### src/hw/rtl/cdq_pkg.sv
package cdq_pkg;

    localparam int DATA_W = 32;
    localparam int ACT_W  = 2;
    localparam int STAT_W = 2;
    localparam int OUT_W  = 40;

    localparam logic [ACT_W-1:0] ACT_PUSH_FRONT = 2'd0;
    localparam logic [ACT_W-1:0] ACT_PUSH_REAR  = 2'd1;
    localparam logic [ACT_W-1:0] ACT_POP_FRONT  = 2'd2;
    localparam logic [ACT_W-1:0] ACT_POP_REAR   = 2'd3;

    localparam logic [STAT_W-1:0] ST_DONE      = 2'd0;
    localparam logic [STAT_W-1:0] ST_OVERFLOW  = 2'd1;
    localparam logic [STAT_W-1:0] ST_UNDERFLOW = 2'd2;

    typedef struct packed {
        logic exec;
        logic load_out;
    } t_cdq_cmd;

    typedef struct packed {
        logic pending;
        logic out_valid;
    } t_cdq_stat;

endpackage

### src/hw/rtl/cdq_ctrl.sv
module cdq_ctrl (
    input  logic               i_clk,
    input  logic               i_rst_n,
    input  logic               i_s_tvalid,
    output logic               o_s_tready,
    output logic               o_m_tvalid,
    input  logic               i_m_tready,
    output cdq_pkg::t_cdq_cmd  o_cmd,
    output cdq_pkg::t_cdq_stat o_stat
);
    import cdq_pkg::*;

    localparam logic S_IDLE = 1'b0;
    localparam logic S_PEND = 1'b1;

    logic r_state, n_state;
    logic r_out_valid, n_out_valid;
    logic out_free;
    logic accept;
    logic load_out;

    assign out_free = !r_out_valid || i_m_tready;
    assign o_s_tready = (r_state == S_IDLE) || out_free;
    assign accept = i_s_tvalid && o_s_tready;
    assign load_out = (r_state == S_PEND) && out_free;

    always_comb begin
        n_state = r_state;
        case (r_state)
            S_IDLE: begin
                if (accept) n_state = S_PEND;
            end
            S_PEND: begin
                if (accept) n_state = S_PEND;
                else if (load_out) n_state = S_IDLE;
            end
            default: n_state = S_IDLE;
        endcase
    end

    always_comb begin
        n_out_valid = r_out_valid;
        if (load_out) n_out_valid = 1'b1;
        else if (i_m_tready) n_out_valid = 1'b0;
    end

    always_ff @(posedge i_clk) begin
        if (!i_rst_n) begin
            r_state     <= S_IDLE;
            r_out_valid <= 1'b0;
        end else begin
            r_state     <= n_state;
            r_out_valid <= n_out_valid;
        end
    end

    assign o_m_tvalid       = r_out_valid;
    assign o_cmd.exec       = accept;
    assign o_cmd.load_out   = load_out;
    assign o_stat.pending   = (r_state == S_PEND);
    assign o_stat.out_valid = r_out_valid;

endmodule

### src/hw/rtl/cdq_dpath.sv
module cdq_dpath #(
    parameter int DEPTH = 8
) (
    input  logic                        i_clk,
    input  logic                        i_rst_n,
    input  cdq_pkg::t_cdq_cmd           i_cmd,
    input  logic [cdq_pkg::ACT_W-1:0]   i_action,
    input  logic [cdq_pkg::DATA_W-1:0]  i_data_in,
    output logic [cdq_pkg::OUT_W-1:0]   o_result
);
    import cdq_pkg::*;

    localparam int PW = $clog2(DEPTH);
    localparam logic [PW-1:0] LAST = PW'(DEPTH - 1);

    logic [DATA_W-1:0] mem [DEPTH];

    logic [PW-1:0] r_front, n_front;
    logic [PW-1:0] r_rear, n_rear;
    logic          r_empty, n_empty;

    logic [STAT_W-1:0] r_res_status, n_res_status;
    logic              r_res_pop, n_res_pop;
    logic              r_res_empty;
    logic              r_res_full;
    logic [DATA_W-1:0] r_rd_data;

    logic [DATA_W-1:0] r_out_data;
    logic [STAT_W-1:0] r_out_status;
    logic              r_out_empty;
    logic              r_out_full;

    logic [PW-1:0] front_next, front_prev, rear_next, rear_prev, n_rear_next;
    logic          is_push, is_full, n_full;
    logic          wr_en, rd_en;
    logic [PW-1:0] wr_addr, rd_addr;

    assign front_next  = (r_front == LAST) ? '0 : r_front + 1'b1;
    assign front_prev  = (r_front == '0) ? LAST : r_front - 1'b1;
    assign rear_next   = (r_rear == LAST) ? '0 : r_rear + 1'b1;
    assign rear_prev   = (r_rear == '0) ? LAST : r_rear - 1'b1;
    assign n_rear_next = (n_rear == LAST) ? '0 : n_rear + 1'b1;

    assign is_push = (i_action == ACT_PUSH_FRONT) || (i_action == ACT_PUSH_REAR);
    assign is_full = !r_empty && (rear_next == r_front);
    assign n_full  = !n_empty && (n_rear_next == n_front);

    always_comb begin
        n_front      = r_front;
        n_rear       = r_rear;
        n_empty      = r_empty;
        n_res_status = ST_DONE;
        n_res_pop    = 1'b0;
        wr_en        = 1'b0;
        wr_addr      = '0;
        rd_en        = 1'b0;
        rd_addr      = r_front;
        if (is_push) begin
            if (r_empty) begin
                n_front = '0;
                n_rear  = '0;
                n_empty = 1'b0;
                wr_en   = 1'b1;
                wr_addr = '0;
            end else if (is_full) begin
                n_res_status = ST_OVERFLOW;
            end else if (i_action == ACT_PUSH_FRONT) begin
                n_front = front_prev;
                wr_en   = 1'b1;
                wr_addr = front_prev;
            end else begin
                n_rear  = rear_next;
                wr_en   = 1'b1;
                wr_addr = rear_next;
            end
        end else begin
            if (r_empty) begin
                n_res_status = ST_UNDERFLOW;
            end else if (r_front == r_rear) begin
                rd_en     = 1'b1;
                n_res_pop = 1'b1;
                n_front   = '0;
                n_rear    = '0;
                n_empty   = 1'b1;
            end else if (i_action == ACT_POP_FRONT) begin
                rd_en     = 1'b1;
                n_res_pop = 1'b1;
                n_front   = front_next;
            end else begin
                rd_en     = 1'b1;
                n_res_pop = 1'b1;
                rd_addr   = r_rear;
                n_rear    = rear_prev;
            end
        end
    end

    always_ff @(posedge i_clk) begin
        if (i_cmd.exec && wr_en) mem[wr_addr] <= i_data_in;
        if (i_cmd.exec && rd_en) r_rd_data <= mem[rd_addr];
    end

    always_ff @(posedge i_clk) begin
        if (!i_rst_n) begin
            r_front <= '0;
            r_rear  <= '0;
            r_empty <= 1'b1;
        end else if (i_cmd.exec) begin
            r_front <= n_front;
            r_rear  <= n_rear;
            r_empty <= n_empty;
        end
    end

    always_ff @(posedge i_clk) begin
        if (i_cmd.exec) begin
            r_res_status <= n_res_status;
            r_res_pop    <= n_res_pop;
            r_res_empty  <= n_empty;
            r_res_full   <= n_full;
        end
        if (i_cmd.load_out) begin
            r_out_data   <= r_res_pop ? r_rd_data : '0;
            r_out_status <= r_res_status;
            r_out_empty  <= r_res_empty;
            r_out_full   <= r_res_full;
        end
    end

    assign o_result = {4'b0, r_out_full, r_out_empty, r_out_status, r_out_data};

`ifndef ASSERT_OFF
    a_empty_ptrs: assert property (@(posedge i_clk) disable iff (!i_rst_n)
        r_empty |-> (r_front == '0) && (r_rear == '0))
        else $error("empty deque with nonzero pointers");

    a_ovf_hold: assert property (@(posedge i_clk) disable iff (!i_rst_n)
        i_cmd.exec && is_push && is_full |=>
            $stable(r_front) && $stable(r_rear) && (r_res_status == ST_OVERFLOW))
        else $error("refused push changed pointers");

    a_unf_nodata: assert property (@(posedge i_clk) disable iff (!i_rst_n)
        i_cmd.exec && !is_push && r_empty |=>
            (r_res_status == ST_UNDERFLOW) && !r_res_pop && r_empty)
        else $error("refused pop returned data or changed state");
`endif

endmodule

### src/hw/rtl/circular_deque.sv
// Channel  Dir  Handshake                       Payload
// s_axis   in   i_s_axis_tvalid/o_s_axis_tready tuser: action; tdata: data_in
// m_axis   out  o_m_axis_tvalid/i_m_axis_tready tdata: data_out, status, is_empty, is_full
//
// One word per cycle sustained while m_axis takes results; a result goes through the result and output registers.
// Pops read the slot ring through one registered read port; pushes write it at the same edge.
// One finished result waits in the output register while the next one is pending.
// Reset: empty deque, both pointers at slot 0; slot contents are not cleared.
// A stalled m_axis holds the input side after one further word is taken.
module circular_deque #(
    parameter int DEPTH = 8
) (
    input  logic                         i_clk,
    input  logic                         i_rst_n,
    input  logic                         i_s_axis_tvalid,
    output logic                         o_s_axis_tready,
    input  logic [cdq_pkg::DATA_W-1:0]   i_s_axis_tdata,  // [31:0] data_in
    input  logic [cdq_pkg::ACT_W-1:0]    i_s_axis_tuser,  // [1:0] action
    output logic                         o_m_axis_tvalid,
    input  logic                         i_m_axis_tready,
    // [31:0] data_out, [33:32] status, [34] is_empty, [35] is_full
    output logic [cdq_pkg::OUT_W-1:0]    o_m_axis_tdata
);
    import cdq_pkg::*;

    t_cdq_cmd  cmd;
    t_cdq_stat stat;

    cdq_ctrl u_ctrl (
        .i_clk      (i_clk),
        .i_rst_n    (i_rst_n),
        .i_s_tvalid (i_s_axis_tvalid),
        .o_s_tready (o_s_axis_tready),
        .o_m_tvalid (o_m_axis_tvalid),
        .i_m_tready (i_m_axis_tready),
        .o_cmd      (cmd),
        .o_stat     (stat)
    );

    cdq_dpath #(
        .DEPTH (DEPTH)
    ) u_dpath (
        .i_clk     (i_clk),
        .i_rst_n   (i_rst_n),
        .i_cmd     (cmd),
        .i_action  (i_s_axis_tuser),
        .i_data_in (i_s_axis_tdata),
        .o_result  (o_m_axis_tdata)
    );

`ifndef ASSERT_OFF
    a_load_needs_pending: assert property (@(posedge i_clk) disable iff (!i_rst_n)
        cmd.load_out |-> stat.pending && (!stat.out_valid || i_m_axis_tready))
        else $error("result loaded with none pending or output busy");
`endif

endmodule
### config.mk
export PLATFORM = sky130hd
export DESIGN_NAME = circular_deque
export DESIGN_NICKNAME = d
export VERILOG_FILES = /design/src/hw/rtl/cdq_pkg.sv /design/src/hw/rtl/cdq_ctrl.sv /design/src/hw/rtl/cdq_dpath.sv /design/src/hw/rtl/circular_deque.sv
export SDC_FILE = /design/constraint.sdc
export NUM_CORES = 1
export LEC_CHECK = 0
export ABC_CLOCK_PERIOD_IN_PS = 4250
export BUFFER_PORTS_ARGS = -buffer_cell sky130_fd_sc_hd__buf_2
export CELL_PAD_IN_SITES_DETAIL_PLACEMENT = 1
export CELL_PAD_IN_SITES_GLOBAL_PLACEMENT = 1
export CORE_MARGIN = 2
export CORE_UTILIZATION = 35
export DETAILED_ROUTE_END_ITERATION = 10
export PLACE_DENSITY = 0.58
export SYNTH_ARGS = -nofsm -noshare
export SYNTH_HDL_FRONTEND = slang
export SYNTH_SLANG_ARGS = --single-unit
### constraint.sdc
create_clock -name i_clk -period 4.25 [get_ports i_clk]
set_input_delay 1.275 -clock i_clk [delete_from_list [all_inputs] [get_ports i_clk]]
set_output_delay 1.275 -clock i_clk [all_outputs]
set_load 0.05 [all_outputs]
==> flow_summary.toml, run 1 <==
[detailed_routing]
drt-initial-drc-count = 378
drc = 0
routed-via-count = 6567
wl_microns = 30000
firstDrtPassIters = 6
avgRoutedWirePerCell_microns = 22.7
postRouteAntennaNets = 0
viasPerCell = 4.99

[clock_network]
postCtsSetupBuffers = 0
numCtsBuffers = 37
holdBufCountCts = 0
clk_path_buf_depth = 3
cts_sinks = 338
root_buffer = "clkbuf_16"
post_cts_resized = 0
worst_skew_pair.late_latency_ns = 0.52
path_clk_slew_ns = 0.06
cts_tree = "yes"
h-tree-depth = 2

[floorplan]
chipHeight_microns = 200
die_area_sq_mm = 0.0398
rows = 71
die_w_microns = 200
start_util = 0.355
core_area_sq_mm = 0.0377
io_pins = 80

[job]
drv_cap = 0

[synthesis]
synth.area.top_cells = "edfxtp_1, mux4_2, mux2_2"
synth_area_sq_mm = 0.0134
synth_compound_area_frac = 0.0310
synth-edff-count = 329
yosys_warnings = 0
synth-seq-cells = 338
synth-simple-area-share = 0.0454
synthArstFlopShare = 0
synth_cell_types = 62
synth_top_family_by_area = "multiplexers"
synth_mux_area_frac = 0.136
syn_inst = 670
synth_ff_type = "edfxtp_1"
syn_avg_cell_area_sq_um = 20.0
seq_area_frac_synth = 0.752
synthAdderAreaFrac = 0.00935
synth_top_area_frac = 0.738
synth-xor-area-share = 0.00514
netlist.top_cell.by_area = "edfxtp_1"

[timing]
slew_headroom = 0.317
fin_crit_sh = 0.908
drv_slew = 0
tightest_slew_ns = 1.02
min_period_ns = 3.86
max_freq_ghz = 0.259
tns_ns = 0
rsz0062_at_grt = "false"
final_hold_viol_count = 0
skew_ns = 0.0160
finalSetupViolCount = 0

[power]
vdd_ir_drop_max_uv = 289
leakagePower_nw = 5.36
powerDensity_mw_per_mm2 = 474

[critical_path]
cp.required_ns = 4.59
worstPathMaxFanout = 9
r2r_end = "u_dpath.r_res_full"
r2r_start = "u_dpath.r_rear[0]"
cp-startpoint = "u_dpath.r_rear[0]"
path_class = "flip-flop to flip-flop"
cp.arrival_ns = 4.20
end_kind = "flip-flop"
cp-start-kind = "flip-flop"
reg2reg_depth = 12
rrSetupSlack_ns = 0.39

[run_status]
outcome = "completed"

[global_route]
grt_pass1_vias = 7210
grt_overflow = 0
antenna_found_initial = 3
grtUsageTotal = 0.155
grt_start_max_net_pins = 65
grt_pass1_wl_microns = 45200

[min_path]
min-delay-start = "u_dpath.r_res_status[1]"
holdPathStages = 0
hold_path.class = "flip-flop to flip-flop"
whs_endpoint = "u_dpath.r_out_status[1]"

[final_layout]
drive_gt1_frac = 0.341
final_common_cell = "edfxtp_1"
antennaDiodeCount = 0
num-fill-cells = 3613
utilization = 0.420
syn2layout_area_growth_pct = 18.4
layout_common_cells = "edfxtp_1, buf_2, mux4_2"
final_cell_area_sq_mm = 0.0158
final_nets = 826

[place]
detailed_place.area_sq_mm = 0.0146
gp_congestion = 0.828
port_buffers = 75
dp_hpwl_microns = 17100
==> worst max path at each step <==
stage | to | slack (ns) | cells past startpoint
6_report | u_dpath.r_res_full | 0.39 | 12
5_1_grt | u_dpath.r_res_full | 0.24 | 12
2_1_floorplan | u_dpath.mem[7][0] | -0.18 | 5
3_5_place_dp | u_dpath.r_res_full | 0.43 | 9
3_3_place_gp | u_dpath.r_res_full | 0.47 | 12
4_1_cts | u_dpath.r_res_full | 0.43 | 12
==> cell type report <==
class	instances	area, sq um	share of cell area
clock buffers	42	986	0.0623
clock inverters	25	224	0.0141
multi-input cells	288	3160	0.199
repair buffers	102	728	0.0460
inverters	11	41.3	0.00261
flip-flops and latches	338	10100	0.635
well taps	511	639	0.0404
==> state kept, by name (all words and copies together) (netlist names) <==
| signal | cells |
|---|---|
| u_dpath.mem | 256 |
| u_dpath.r_out_data | 32 |
| u_dpath.r_rd_data | 32 |
| u_dpath.r_out_full | 1 |
| u_dpath.r_res_status | 2 |
| u_dpath.r_out_empty | 1 |
| u_dpath.r_res_full | 1 |
| u_dpath.r_front | 3 |
| u_dpath.r_res_pop | 1 |
| u_dpath.r_res_empty | 1 |
| u_ctrl.o_m_tvalid | 1 |
| u_ctrl.r_state | 1 |
| u_dpath.r_out_status | 2 |
| u_dpath.r_empty | 1 |
| u_dpath.r_rear | 3 |
==> worst max-delay path: stages, from the launching register on <==
cell	delay, ns
dfxtp_1	0.55
ha_1	0.21
ha_1	0.31
xnor2_1	0.22
and3_1	0.37
a31oi_1	0.18
o221a_2	0.33
or2_2	0.30
ha_1	0.20
ha_1	0.18
or2_2	0.30
a211o_1	0.28
a211oi_2	0.24
==> metrics by stage <==
stage               cells  hold WS, ns  power (W)  setup WS [ns]
floorplan             673        0.400    0.00423         -0.183
global placement     1250        0.409    0.00440          0.471
detailed placement   1250        0.406    0.00442          0.427
CTS                  1317        0.416    0.00760          0.427
global route         1317        0.422    0.00776          0.238
finish               1317        0.418    0.00750          0.391
==> power breakdown <==
| group | switching (W) | internal, W |
|---|---|---|
| clock network | 0.00126 | 0.00191 |
| logic | 0.000346 | 0.000235 |
| registers | 0.0000248 | 0.00373 |
==> Yosys cell counts, types with 2 or more instances <==
master,instances
or4_1,2
mux2i_1,2
a21o_1,5
xor2_1,3
edfxtp_1,329
nor2b_1,7
and3_1,2
a311oi_1,2
or2_2,2
nand3b_1,2
dfxtp_1,9
buf_4,6
o21ai_0,9
nor3b_1,2
mux4_2,64
nand3_1,4
o21ai_1,3
buf_2,10
xnor2_1,3
nor3_1,5
buf_6,9
a211oi_1,2
a31oi_1,3
mux2_2,32
clkbuf_1,10
nor2_1,24
a21oi_1,11
o211ai_1,4
ha_1,10
inv_1,9
o32a_1,2
or3_1,3
nand2_1,16
and2_1,34
nand2b_1,3
==> cell families (layout without fill, tap and decap cells) <==
logic type	Yosys count	after routing
DFF	338	338
and+or+nand+nor	112	112
muxes	98	98
AOI/OAI and AO/OA	57	57
buffers and inverters	47	180
adders and majority gates	10	10
xor gates and xnor gates	7	7
other	1	4
==> routing by layer <==
layer,track usage,part of all wire
met4,0.0442,0.023
met1,0.203,0.44
met3,0.0294,0.041
met2,0.264,0.50
met5,0,0.0012
No activity file was read; power rests on OpenSTA's default activity.
==> inputs of run 2 (changes only) <==
Settings changed: REMOVE_ABC_BUFFERS from default to 1.
==> flow_summary.toml, run 2 (synthesis results as in run 1) <==
[run_status]
outcome = "completed"

[global_route]
antenna_found_initial = 5
use_met2 = 0.272
grtUsageTotal = 0.157
grt_pass1_vias = 7262
use_met3 = 0.0324
grt_overflow = 0
grt_start_max_net_pins = 37
busiest_layer = "met2"
grt_pass1_wl_microns = 46000
gr-usage-met1 = 0.202

[critical_path]
reg2reg_depth = 12
rrSetupSlack_ns = 0.53
path_common_cell = "ha_1"
cp.required_ns = 4.62
end_kind = "flip-flop"
crit_slowest_cell = "dfxtp_1"
worstPathMaxFanout = 9
r2r_start = "u_dpath.r_rear[0]"
path_cells = "ha_1 -> ha_1 -> xnor2_1 -> and3_1 -> a31oi_1 -> o221a_2 -> or2_2 -> ha_1 -> ha_1 -> or2_2 -> a211o_1 -> a211oi_2"
path_class = "flip-flop to flip-flop"
cp-startpoint = "u_dpath.r_rear[0]"
critical-path-max-stage-delay_ns = 0.50
cp.arrival_ns = 4.08
cp-start-kind = "flip-flop"
critical_path.endpoint = "u_dpath.r_res_full"
r2r_end = "u_dpath.r_res_full"

[place]
gp_congestion = 0.834
port_buffers = 75
numPlacedInstances = 1250
dp_hpwl_microns = 17700
dp_slack_ns = 0.400
detailed_place.area_sq_mm = 0.0146

[clock_network]
path_clk_slew_ns = 0.06
cts_tree = "yes"
h-tree-depth = 2
holdBufCountCts = 0
numCtsBuffers = 37
root_buffer = "clkbuf_16"
worst_skew_pair.late_latency_ns = 0.53
clk_path_buf_depth = 3
cts_sinks = 338
post_cts_resized = 0
postCtsSetupBuffers = 0

[job]
drv_cap = 0

[timing]
skew_ns = 0.0159
tightest_slew_ns = 0.831
max_freq_ghz = 0.269
setup_ws_ns = 0.535
whs_ns = 0.437
fin_crit_sh = 0.874
finalSetupViolCount = 0
min_period_ns = 3.72
slew_headroom = 0.441
drv_slew = 0
rsz0062_at_grt = "false"
final_hold_viol_count = 0

[final_layout]
final_common_cell = "edfxtp_1"
largest_register_ffs = 256
num-fill-cells = 3657
finalNonFillerCells = 1314
final_cell_area_sq_mm = 0.0157
syn2layout_area_growth_pct = 17.3
utilization = 0.417
drive_gt1_frac = 0.338
largestRegisters = "u_dpath.mem (256), u_dpath.r_out_data (32), u_dpath.r_rd_data (32)"
top_register = "u_dpath.mem"
layout_common_cells = "edfxtp_1, buf_2, mux4_2"
final_nets = 826

[detailed_routing]
postRouteAntennaNets = 0
viasPerCell = 5.06
wl_microns = 30400
routed-via-count = 6651
drt-initial-drc-count = 347
drc = 0
firstDrtPassIters = 4
avgRoutedWirePerCell_microns = 23.1

[floorplan]
die_area_sq_mm = 0.0398
rows = 71
chipHeight_microns = 200
io_pins = 80
die_w_microns = 200
start_util = 0.355
core_area_sq_mm = 0.0377

[min_path]
hold_path.class = "flip-flop to flip-flop"

[power]
powerDensity_mw_per_mm2 = 463
leakagePower_nw = 5.30
vdd_ir_drop_max_uv = 235
run 2: layout make-up:
class,instances,area [sq um],share of cell area
Clock buffer,44,952,0.0607
Tap cell,511,639,0.0407
Clock inverter,19,138,0.00877
Antenna cell,1,2.50,0.000159
Timing Repair Buffer,102,703,0.0448
Sequential cell,338,10100,0.641
Inverter,11,41.3,0.00263
Multi-Input combinational cell,288,3160,0.201
run 2: through the flow:
step / TNS [ns] / total power [W]
global route: 0 / 0.00752
finish: 0 / 0.00727
global placement: 0 / 0.00440
floorplan: -152.45 / 0.00422
CTS: 0 / 0.00737
detailed placement: 0 / 0.00442
run 2: per-layer routing:
metal  vias to the layer above  share of wire
li1                       2903              -
met1                      3541           0.43
met2                       151           0.51
met3                        48          0.045
met4                         8          0.017
met5                         -         0.0018
run 2: where the power goes:
part	internal, W	switching (W)	leakage (nW)
Combinational	0.000231	0.000347	1.69
Clock	0.00167	0.00126	0.540
Sequential	0.00373	0.0000295	3.07
Total	0.00563	0.00164	5.30
run 2: worst max-delay path: cells and delay by family, from the launching register on:
kind	cells	cell delay, ns
flip-flops	1	0.50
adder cells (fa/ha/maj)	4	0.87
AO/OA/AOI/OAI	4	1.02
XOR/XNOR	1	0.20
AND/OR/NAND/NOR	3	0.95
run 2: how the worst min path moves through the flow:
stage | from | endpoint | slack, ns | cells past startpoint
2_1_floorplan | u_dpath.r_res_empty | u_dpath.r_out_empty | 0.40 | 0
3_3_place_gp | u_dpath.r_res_status[1] | u_dpath.r_out_status[1] | 0.41 | 0
3_5_place_dp | u_dpath.r_res_status[0] | u_dpath.r_out_status[0] | 0.42 | 0
4_1_cts | u_dpath.r_res_status[1] | u_dpath.r_out_status[1] | 0.44 | 0
5_1_grt | u_dpath.r_res_status[1] | u_dpath.r_out_status[1] | 0.44 | 0
6_report | u_dpath.r_res_status[1] | u_dpath.r_out_status[1] | 0.44 | 0
==> inputs of run 3 (changes only) <==
Settings changed: ABC_AREA from default to 1, PLACE_DENSITY 0.58 to 0.62.
==> flow_summary.toml, run 3 <==
[run_status]
outcome = "completed"

[timing]
tns_ns = 0
final_hold_viol_count = 0
whs_ns = 0.429
finalSetupViolCount = 0
rsz0062_at_grt = "false"
tightest_slew_ns = 0.796
slew_headroom = 0.470
min_period_ns = 3.14
skew_ns = 0.0116
fin_crit_sh = 0.740
drv_slew = 0
max_freq_ghz = 0.318

[power]
p_total_w = 0.00752
p_int_w = 0.00568
pwr-share-seq = 0.502
powerDensity_mw_per_mm2 = 457
sw_frac_of_total = 0.245
vdd_ir_drop_max_uv = 271
combPwrFrac = 0.098
power.switching_w = 0.00184
p_clk_frac = 0.400
leakagePower_nw = 6.50

[synthesis]
synth.area.top_cells = "edfxtp_1, nand2_1, inv_1"
synth_cell_types = 31
netlist.top_cell.by_area = "edfxtp_1"
synthArstFlopShare = 0
syn_inst = 1218
synth_area_sq_mm = 0.0142
yosys_warnings = 0
seq_area_frac_synth = 0.709
syn_avg_cell_area_sq_um = 11.6
synth-edff-count = 329
synth_top_area_frac = 0.696
synth_ff_type = "edfxtp_1"
synth-seq-cells = 338
synth.most_common_cell = "edfxtp_1"
ys_top_cells_by_count = "edfxtp_1, nand2_1, inv_1"

[detailed_routing]
routed-via-count = 9033
wl_microns = 34100
firstDrtPassIters = 5
drt-initial-drc-count = 376
viasPerCell = 4.88
avgRoutedWirePerCell_microns = 18.4
postRouteAntennaNets = 0
drc = 0

[final_layout]
drive_gt1_frac = 0.133
top_register = "u_dpath.mem"
antennaDiodeCount = 0
num-fill-cells = 4342
finalNonFillerCells = 1852
largestRegisters = "u_dpath.mem (256), u_dpath.r_out_data (32), u_dpath.r_rd_data (32)"
largest_register_ffs = 256
layout_common_cells = "edfxtp_1, nand2_1, inv_1"
syn2layout_area_growth_pct = 16.0
final_nets = 1347
final_common_cell = "edfxtp_1"
utilization = 0.413

[global_route]
grt_pass1_vias = 9626
grtUsageTotal = 0.169
antenna_found_initial = 1
grt_overflow = 0
grt_start_max_net_pins = 77
grt_pass1_wl_microns = 54300

[place]
dp_hpwl_microns = 20300
port_buffers = 75
gp_congestion = 0.852
numPlacedInstances = 1784

[critical_path]
cp-start-kind = "input pin"
cp.arrival_ns = 1.87
cp-startpoint = "i_m_axis_tready"
r2r_end = "u_dpath.mem[4][11]"
end_kind = "output port"
worstPathMaxFanout = 3
r2r_start = "u_dpath.r_rear[1]"
cp.required_ns = 2.97
reg2reg_depth = 11
path_class = "input pin to output port"
rrSetupSlack_ns = 1.15

[clock_network]
h-tree-depth = 2
numCtsBuffers = 38
cts_sinks = 338
cts_tree = "yes"
holdBufCountCts = 0
postCtsSetupBuffers = 0
root_buffer = "clkbuf_16"
clk_path_buf_depth = 3
worst_skew_pair.late_latency_ns = 0.54
post_cts_resized = 0
path_clk_slew_ns = 0.06

[floorplan]
start_util = 0.356
io_pins = 80
rows = 73
chipHeight_microns = 205
die_w_microns = 205
die_area_sq_mm = 0.0422
core_area_sq_mm = 0.0398

[job]
drv_cap = 0

[min_path]
holdPathStages = 0
whs_endpoint = "u_dpath.r_out_empty"
hold_path.class = "flip-flop to flip-flop"
min-delay-start = "u_dpath.r_res_empty"
run 3: cell count changes in the layout (fill, tap and decap cells not counted), moves of 33 or more:
cell     previous run  this run
inv_1               9       165
and2_1             34         1
nand3_1             4        47
o21ai_0             9        82
nand2_1            16       282
mux4_2             64         0
a21oi_1            10        74
run 3: critical path: stages:
cell	delay, ns
buf_2	0.09
inv_1	0.13
nand3_1	0.13
buf_2	0.24
run 3: cell families after synthesis:
logic type / share of synthesized area
fa+ha+maj: 0.00882
compound gates: 0.0898
xor+xnor: 0.00370
other cells: 0.000264
flops: 0.709
buf+inv: 0.0698
simple gates: 0.118
run 3: worst max-delay path by stage:
stage	to
3_5_place_dp	u_dpath.mem[4][10]
6_report	o_s_axis_tready
4_1_cts	u_dpath.mem[4][27]
2_1_floorplan	u_dpath.r_rd_data[0]
5_1_grt	u_dpath.r_res_full
3_3_place_gp	u_dpath.mem[4][26]
run 3: per-layer routing:
layer | GRT usage | vias up | share of wire
met2 | 0.298 | 132 | 0.50
met1 | 0.212 | 4532 | 0.44
met3 | 0.0298 | 49 | 0.037
met5 | 0 | - | 0.00038
li1 | - | 4318 | -
met4 | 0.0480 | 2 | 0.020
run 3: stage by stage:
step                cell area [sq um]  worst slack (ns)
global route                    16500             0.886
finish                          16500              1.11
CTS                             16500              1.10
global placement                15300             0.691
detailed placement              15300             0.633
floorplan                       13800             -2.32
run 3: final cells by class:
type | instances | area [sq um] | area share
Timing Repair Buffer | 105 | 726 | 0.0441
Clock buffer | 54 | 1050 | 0.0639
Sequential cell | 338 | 10100 | 0.611
Inverter | 171 | 642 | 0.0390
Multi-Input combinational cell | 645 | 3250 | 0.197
Clock inverter | 14 | 72.6 | 0.00441
Tap cell | 525 | 657 | 0.0399
run 3: power groups by stage:
stage,Sequential [W],Combinational [W],Clock [W]
global route,0.00378,0.000846,0.00323
detailed placement,0.00385,0.000753,0
global placement,0.00385,0.000733,0
finish,0.00378,0.000740,0.00301
floorplan,0.00390,0.000413,0
CTS,0.00378,0.000756,0.00310
